--- src/rtl/core/fe2_pkg.sv ---
// Shared types and constants for the fast power-of-two / power-of-ten pipeline.
// Used by every module under rtl/core; depends on nothing.
package fe2_pkg;

  // Unsigned Q.30 constants
  localparam logic [29:0] COEF_C1      = 30'd744261118;
  localparam logic [29:0] COEF_C2      = 30'd257941248;
  localparam logic [29:0] COEF_C3      = 30'd59596339;
  localparam logic [31:0] LOG2_TEN_Q30 = 32'd3566893132;

  // IEEE single bit patterns for clipped results
  localparam logic [31:0] BITS_TEN_THOUSAND = 32'h461C4000;
  localparam logic [31:0] BITS_ZERO         = 32'h00000000;

  // Saturation bounds of the scaled exponent
  localparam logic [26:0] SAT_POS_MAG = 27'd8388607;
  localparam logic [26:0] SAT_NEG_MAG = 27'd8388608;

  // Payload carried between the exponent split and the output stage
  typedef struct packed {
    logic        clip;     // exponent out of range
    logic        clip_hi;  // out of range on the high side
    logic [7:0]  bexp;     // biased exponent n + 127
    logic [29:0] f30;      // fraction in Q.30
    logic [29:0] p;        // Horner partial result in Q.30
  } hz_t;

endpackage

--- src/rtl/core/fe2_scale.sv ---
// Input stages: log2(10) scaling with saturation in mode 1, range check and exponent split.
// Depends on fe2_pkg; feeds the first Horner step.
module fe2_scale #(
  parameter int FRAC_BITS = 16
) (
  input  logic               clk,
  input  logic               rst,
  input  logic               valid_in,
  output logic               ready_up,
  input  logic signed [23:0] x_fixed,
  input  logic               mode,
  output logic               valid,
  input  logic               ready_dn,
  output fe2_pkg::hz_t       item
);
  import fe2_pkg::*;

  localparam logic signed [31:0] EXP_HI = 32'(127 << FRAC_BITS);
  localparam logic signed [31:0] EXP_LO = -32'(126 << FRAC_BITS);

  // Stage one registers
  logic               v1;
  logic               neg1;
  logic               mode1;
  logic signed [23:0] x1;
  logic [55:0]        prod1;

  logic        en1;
  logic        en2;
  logic [23:0] mag;

  // Stage two combinational
  logic [25:0]        q;
  logic [26:0]        qr;
  logic signed [23:0] s_scaled;
  logic signed [23:0] s;
  logic signed [31:0] s_w;
  logic signed [23:0] sn;
  hz_t                item_next;

  assign en2      = !valid || ready_dn;
  assign en1      = !v1 || en2;
  assign ready_up = en1;

  // Magnitude of x; the most negative code maps to 2^23
  assign mag = x_fixed[23] ? (~x_fixed + 24'd1) : x_fixed;

  // Capture input and form |x| * log2(10)
  always_ff @(posedge clk) begin
    if (rst) begin
      v1 <= 1'b0;
    end else if (en1) begin
      v1 <= valid_in;
    end
    if (en1) begin
      neg1  <= x_fixed[23];
      mode1 <= mode;
      x1    <= x_fixed;
      prod1 <= 56'(mag) * 56'(LOG2_TEN_Q30);
    end
  end

  // Round toward minus infinity, apply sign, saturate
  always_comb begin
    q  = prod1[55:30];
    qr = 27'(q) + 27'(neg1 && (prod1[29:0] != 30'd0));
    if (!neg1) begin
      s_scaled = (qr > SAT_POS_MAG) ? 24'sh7FFFFF : qr[23:0];
    end else begin
      s_scaled = (qr > SAT_NEG_MAG) ? 24'sh800000 : (~qr[23:0] + 24'd1);
    end
    s   = mode1 ? s_scaled : x1;
    s_w = 32'(s);
    sn  = s >>> FRAC_BITS;

    item_next.clip_hi = s_w > EXP_HI;
    item_next.clip    = (s_w > EXP_HI) || (s_w < EXP_LO);
    item_next.bexp    = sn[7:0] + 8'd127;
    item_next.f30     = {s[FRAC_BITS-1:0], {(30-FRAC_BITS){1'b0}}};
    item_next.p       = 30'd0;
  end

  // Register the split exponent
  always_ff @(posedge clk) begin
    if (rst) begin
      valid <= 1'b0;
    end else if (en2) begin
      valid <= v1;
    end
    if (en2) begin
      item <= item_next;
    end
  end

endmodule

--- src/rtl/core/fe2_horner.sv ---
// One Horner step: p_out = ((p_in + COEF) * f) >> 30, truncated, in Q.30.
// Depends on fe2_pkg; three instances chain into the cubic.
module fe2_horner #(
  parameter logic [29:0] COEF = 30'd0
) (
  input  logic         clk,
  input  logic         rst,
  input  logic         valid_in,
  output logic         ready_up,
  input  fe2_pkg::hz_t item_in,
  output logic         valid,
  input  logic         ready_dn,
  output fe2_pkg::hz_t item
);
  import fe2_pkg::*;

  logic        en;
  logic [30:0] sum;
  logic [60:0] prod;
  hz_t         item_next;

  assign en       = !valid || ready_dn;
  assign ready_up = en;

  // Add coefficient, multiply by the fraction, drop 30 bits
  always_comb begin
    sum         = 31'(item_in.p) + 31'(COEF);
    prod        = 61'(sum) * 61'(item_in.f30);
    item_next   = item_in;
    item_next.p = prod[59:30];
  end

  // Advance the stage
  always_ff @(posedge clk) begin
    if (rst) begin
      valid <= 1'b0;
    end else if (en) begin
      valid <= valid_in;
    end
    if (en) begin
      item <= item_next;
    end
  end

endmodule

--- src/rtl/core/fe2_pack.sv ---
// Output stage: rounds the polynomial into a 23-bit mantissa, forms IEEE single bits.
// Depends on fe2_pkg; drives the result channel registers.
module fe2_pack (
  input  logic         clk,
  input  logic         rst,
  input  logic         valid_in,
  output logic         ready_up,
  input  fe2_pkg::hz_t item_in,
  output logic         valid,
  input  logic         ready_dn,
  output logic [31:0]  result_bits,
  output logic         clipped
);
  import fe2_pkg::*;

  logic        en;
  logic [30:0] rnd;
  logic [31:0] bits_next;

  assign en       = !valid || ready_dn;
  assign ready_up = en;

  // Round to nearest, ties up; a mantissa carry rolls into the exponent
  always_comb begin
    rnd = 31'(item_in.p) + 31'd64;
    if (item_in.clip) begin
      bits_next = item_in.clip_hi ? BITS_TEN_THOUSAND : BITS_ZERO;
    end else begin
      bits_next = {1'b0, item_in.bexp, 23'd0} + 32'(rnd[30:7]);
    end
  end

  // Hold the result until the transfer completes
  always_ff @(posedge clk) begin
    if (rst) begin
      valid <= 1'b0;
    end else if (en) begin
      valid <= valid_in;
    end
    if (en) begin
      result_bits <= bits_next;
      clipped     <= item_in.clip;
    end
  end

endmodule

--- src/rtl/core/fast_exp2_exp10_approx.sv ---
// Fast 2^x / 10^x in fixed point, returned as IEEE-754 single bits. x_fixed is a
// signed 24-bit exponent with FRAC_BITS fraction bits; mode 1 scales it by log2(10)
// first (saturating to 24 bits). Exponents above 127 return 10000.0 and below -126
// return 0.0, both with clipped set. The block is a six-stage pipeline (scale
// multiply, exponent split, three Horner multiply steps, mantissa rounding) and
// takes one item per cycle while the output is not stalled; each item passes
// through the stage registers in that order, and res_valid rises when it reaches
// the output register. Each stage holds its item while the next one is full and
// stalled, so bubbles close up and nothing is dropped or repeated.
// Depends on fe2_pkg, fe2_scale, fe2_horner and fe2_pack.
module fast_exp2_exp10_approx #(
  parameter int FRAC_BITS = 16
) (
  input  logic               clk,
  input  logic               rst,
  input  logic               x_valid,
  output logic               x_stall,
  input  logic signed [23:0] x_fixed,
  input  logic               mode,
  output logic               res_valid,
  input  logic               res_stall,
  output logic [31:0]        result_bits,
  output logic               clipped
);
  import fe2_pkg::*;

  logic v_sc, v_h3, v_h2, v_h1;
  logic r_sc, r_h3, r_h2, r_h1, r_pk;
  hz_t  i_sc, i_h3, i_h2, i_h1;

  assign x_stall = !r_sc;

  // Scale and split
  fe2_scale #(.FRAC_BITS(FRAC_BITS)) u_scale (
    .clk, .rst,
    .valid_in (x_valid), .ready_up (r_sc),
    .x_fixed, .mode,
    .valid (v_sc), .ready_dn (r_h3), .item (i_sc)
  );

  // Horner cubic, innermost coefficient first
  fe2_horner #(.COEF(COEF_C3)) u_h3 (
    .clk, .rst,
    .valid_in (v_sc), .ready_up (r_h3), .item_in (i_sc),
    .valid (v_h3), .ready_dn (r_h2), .item (i_h3)
  );

  fe2_horner #(.COEF(COEF_C2)) u_h2 (
    .clk, .rst,
    .valid_in (v_h3), .ready_up (r_h2), .item_in (i_h3),
    .valid (v_h2), .ready_dn (r_h1), .item (i_h2)
  );

  fe2_horner #(.COEF(COEF_C1)) u_h1 (
    .clk, .rst,
    .valid_in (v_h2), .ready_up (r_h1), .item_in (i_h2),
    .valid (v_h1), .ready_dn (r_pk), .item (i_h1)
  );

  // Mantissa rounding and output register
  fe2_pack u_pack (
    .clk, .rst,
    .valid_in (v_h1), .ready_up (r_pk), .item_in (i_h1),
    .valid (res_valid), .ready_dn (!res_stall),
    .result_bits, .clipped
  );

  // A clipped result is exactly one of the two fixed patterns
  a_clip_value: assert property (@(posedge clk) disable iff (rst)
    res_valid && clipped |->
      (result_bits == BITS_TEN_THOUSAND) || (result_bits == BITS_ZERO))
    else $error("clipped result has unexpected bits");

  // An in-range result is a positive normal number
  a_normal: assert property (@(posedge clk) disable iff (rst)
    res_valid && !clipped |-> !result_bits[31] && (result_bits[30:23] != 8'd0))
    else $error("in-range result is not a positive normal");

  // Input can only be held off when the whole pipe backs up from the output
  a_backpressure: assert property (@(posedge clk) disable iff (rst)
    x_stall |-> res_valid && res_stall)
    else $error("input stalled while output is free");

endmodule
--- config.mk ---
export PLATFORM = sky130hd
export DESIGN_NAME = fast_exp2_exp10_approx
export DESIGN_NICKNAME = d
export VERILOG_FILES = /design/src/rtl/core/fe2_pkg.sv /design/src/rtl/core/fe2_scale.sv /design/src/rtl/core/fe2_horner.sv /design/src/rtl/core/fe2_pack.sv /design/src/rtl/core/fast_exp2_exp10_approx.sv
export SDC_FILE = /design/constraint.sdc
export NUM_CORES = 2
export LEC_CHECK = 0
export BUFFER_PORTS_ARGS = -buffer_cell sky130_fd_sc_hd__buf_2
export CAP_MARGIN = 20
export CORE_MARGIN = 2
export CORE_UTILIZATION = 50
export CTS_BUF_LIST = sky130_fd_sc_hd__clkbuf_8
export DETAILED_ROUTE_END_ITERATION = 10
export PLACE_DENSITY = 0.65
export SLEW_MARGIN = 20
export SYNTH_ARGS = -nofsm -noshare
export SYNTH_HDL_FRONTEND = slang
export SYNTH_HIERARCHICAL = 1
export SYNTH_SLANG_ARGS = --single-unit
export TNS_END_PERCENT = 20
--- constraint.sdc ---
create_clock -name clk -period 18.87 [get_ports clk]
set_clock_uncertainty 0.1 [all_clocks]
set_input_delay 1.887 -clock clk [delete_from_list [all_inputs] [get_ports clk]]
set_output_delay 1.887 -clock clk [all_outputs]
set_load 0.01 [all_outputs]
==> insert_results.sql <==
INSERT INTO impl_metrics (metric_group, metric, value, unit) VALUES
('timing', 'final_min_period_over_clock_period', '59.9', '%'),
('logic_synthesis', 'ys.warnings.count', '6', ''),
('cells_and_area', 'finalNetCount', '15662', ''),
('logic_synthesis', 'synth_area_per_inst', '9.44', 'um2'),
('cells_and_area', 'post_route_cells_drive_above_1_share', '3.79', '%'),
('cells_and_area', 'most-common-layout-cells', 'inv_1, fa_1, and2_1, nand2_1, ha_1', ''),
('placement', 'io_buffer_count', '63', ''),
('logic_synthesis', 'post_synth_instance_area', '116000', 'um2'),
('timing', 'worst_pin_slew', '1.22', 'ns'),
('timing', 'max_frequency', '88.5', 'MHz'),
('placement', 'numPlacedInstances', '14909', ''),
('timing', 'fin_tns_setup', '0', 'ns'),
('timing', 'max-slew-margin-rel', '17.9', '%'),
('grt', 'grt_first_pass_wirelength', '525000', 'um'),
('clocking', 'post_cts_hold_buffer_count', '0', ''),
('routing', 'detail_route.wl_per_cell', '21.8', 'um'),
('grt', 'grt_antenna_before_repair', '17', ''),
('timing', 'final.min_clock_period', '11.30', 'ns'),
('clocking', 'tritoncts', 'built', ''),
('hold_path', 'hold_path_class', 'reg -> reg', ''),
('job', 'maxcap_viol_count', '0', ''),
('worst_setup_path', 'critPathKind', 'reg -> reg', ''),
('clocking', 'h_tree_levels', '3', ''),
('clocking', 'total_clock_sinks', '317', ''),
('worst_setup_path', 'setup.worst_path.start_class', 'flop', ''),
('routing', 'vias', '82461', ''),
('grt', 'groute.usage.overall', '28.8', '%'),
('grt', 'grt_remaining_overflow', '0', ''),
('cells_and_area', 'final_common_cell', 'inv_1', ''),
('routing', 'detail_route.iter0.violations', '5695', ''),
('worst_setup_path', 'worst_path_required', '19.23', 'ns'),
('logic_synthesis', 'synthCells', '12253', ''),
('timing', 'finalWorstSetupSlack', '7.57', 'ns'),
('timing', 'slew_viol_final', '0', ''),
('cells_and_area', 'layout-area-overhead-vs-synth', '4.08', '%'),
('floorplan', 'die_height', '485', 'um'),
('routing', 'viasPerCell', '5.48', ''),
('floorplan', 'die-width', '485', 'um'),
('cells_and_area', 'layout.filler_cells', '20974', ''),
('routing', 'drc_violations_left', '0', ''),
('worst_setup_path', 'critPathMaxFanout', '31', ''),
('worst_setup_path', 'critPathMaxStageDelay', '0.74', 'ns'),
('outcome', 'status', 'finished, final reports clean', ''),
('clocking', 'cts_setup_buffers', '0', ''),
('timing', 'setup_viol', '0', ''),
('worst_setup_path', 'timing.critical_path.arrival', '11.66', 'ns'),
('placement', 'pre_cts_slack', '7.25', 'ns'),
('clocking', 'cts.root.buffer_cell', 'clkbuf_8', ''),
('floorplan', 'floorplan.io_pins', '64', ''),
('timing', 'final_hold_viol_count', '0', ''),
('worst_setup_path', 'worst_path_max_delay_cell', 'a2111oi_0', ''),
('clocking', 'clk_latency', '0.80', 'ns'),
('clocking', 'numCtsBuffers', '67', ''),
('floorplan', 'initial_utilization', '50.3', '%'),
('worst_setup_path', 'cp-end-kind', 'flop', ''),
('routing', 'drtPass1Iterations', '6', ''),
('cells_and_area', 'post_layout_nonfiller_instances', '15038', ''),
('clocking', 'clock_path_buffers', '3', ''),
('routing', 'ant_nets', '0', ''),
('clocking', 'cts_resized', '0', ''),
('clocking', 'clk_pin_slew', '0.07', 'ns'),
('placement', 'dp_hpwl', '244000', 'um'),
('floorplan', 'core_region_area', '230000', 'um2'),
('placement', 'gp_congestion', '0.963', ''),
('grt', 'via_count_of_the_first_global_routing_pass', '92036', ''),
('grt', 'grt_start_max_net_pins', '63', ''),
('worst_setup_path', 'cp_common_cell', 'fa_1', ''),
('floorplan', 'design.die.area', '235000', 'um2'),
('timing', 'grt_setup_unrepaired', 'false', ''),
('floorplan', 'rows', '176', ''),
('routing', 'route.final.wire_length', '328000', 'um');
-- per-layer routing --
metal  vias to the layer above  global-route usage, %  part of all wire, %
met5                         -                      0                    0
met4                         0                   8.26                  3.0
met3                       605                   5.23                  8.5
met2                      3461                   46.8                   47
met1                     42747                   39.5                   42
li1                      35648                      -                    -
-- cell type report --
type | instances | area (um2) | area share [%]
Antenna cell | 6 | 15.0 | 0.0125
Clock buffer | 71 | 977 | 0.811
Clock inverter | 50 | 394 | 0.327
Inverter | 2962 | 11100 | 9.23
Multi-Input combinational cell | 8374 | 93100 | 77.3
Sequential cell | 317 | 9460 | 7.85
Tap cell | 3026 | 3790 | 3.14
Timing Repair Buffer | 232 | 1610 | 1.34
-- flip-flops by register name, indices dropped and copies added, names as in the netlist, 23 cells and up --
name	count
u_h2/item	70
u_h3/item	70
u_scale/prod1	53
u_h1/item	34
u_pack/result_bits	32
u_scale/item	26
u_scale/x1	23
-- stage by stage --
stage / util [%] / hold slack (ns) / area, um2
after floorplan: - / 0.300 / 116000
after global placement: 51.7 / 0.305 / 119000
after detailed placement: 51.7 / 0.306 / 119000
after CTS: 52.3 / 0.244 / 120000
after global routing: 52.3 / 0.245 / 120000
final: 52.3 / 0.258 / 120000
-- worst max-delay path: cells and delay by family (launching register included) --
| family | cells | cell delay [ns] |
|---|---|---|
| AOI/OAI and AO/OA | 10 | 3.62 |
| xor gates and xnor gates | 2 | 0.23 |
| adders and majority gates | 10 | 4.57 |
| buffers and inverters | 7 | 1.08 |
| DFF | 1 | 0.64 |
| and+or+nand+nor | 4 | 0.71 |
-- worst paths after layout --
path                      startpoint                 endpoint  slack (ns)  cells after the start
min reg2reg  u_h3/item[63]$_DFFE_PP_  u_h2/item[63]$_DFFE_PP_        0.26                      0
max           u_h3/item[8]$_DFFE_PP_  u_h2/item[29]$_DFFE_PP_        7.57                     33
max reg2reg   u_h3/item[8]$_DFFE_PP_  u_h2/item[29]$_DFFE_PP_        7.57                     33
min          u_h3/item[63]$_DFFE_PP_  u_h2/item[63]$_DFFE_PP_        0.26                      0
Power is left out: the tool's default activity adds up to more than one toggle a clock period on the data nets, which glitch-free logic cannot reach.
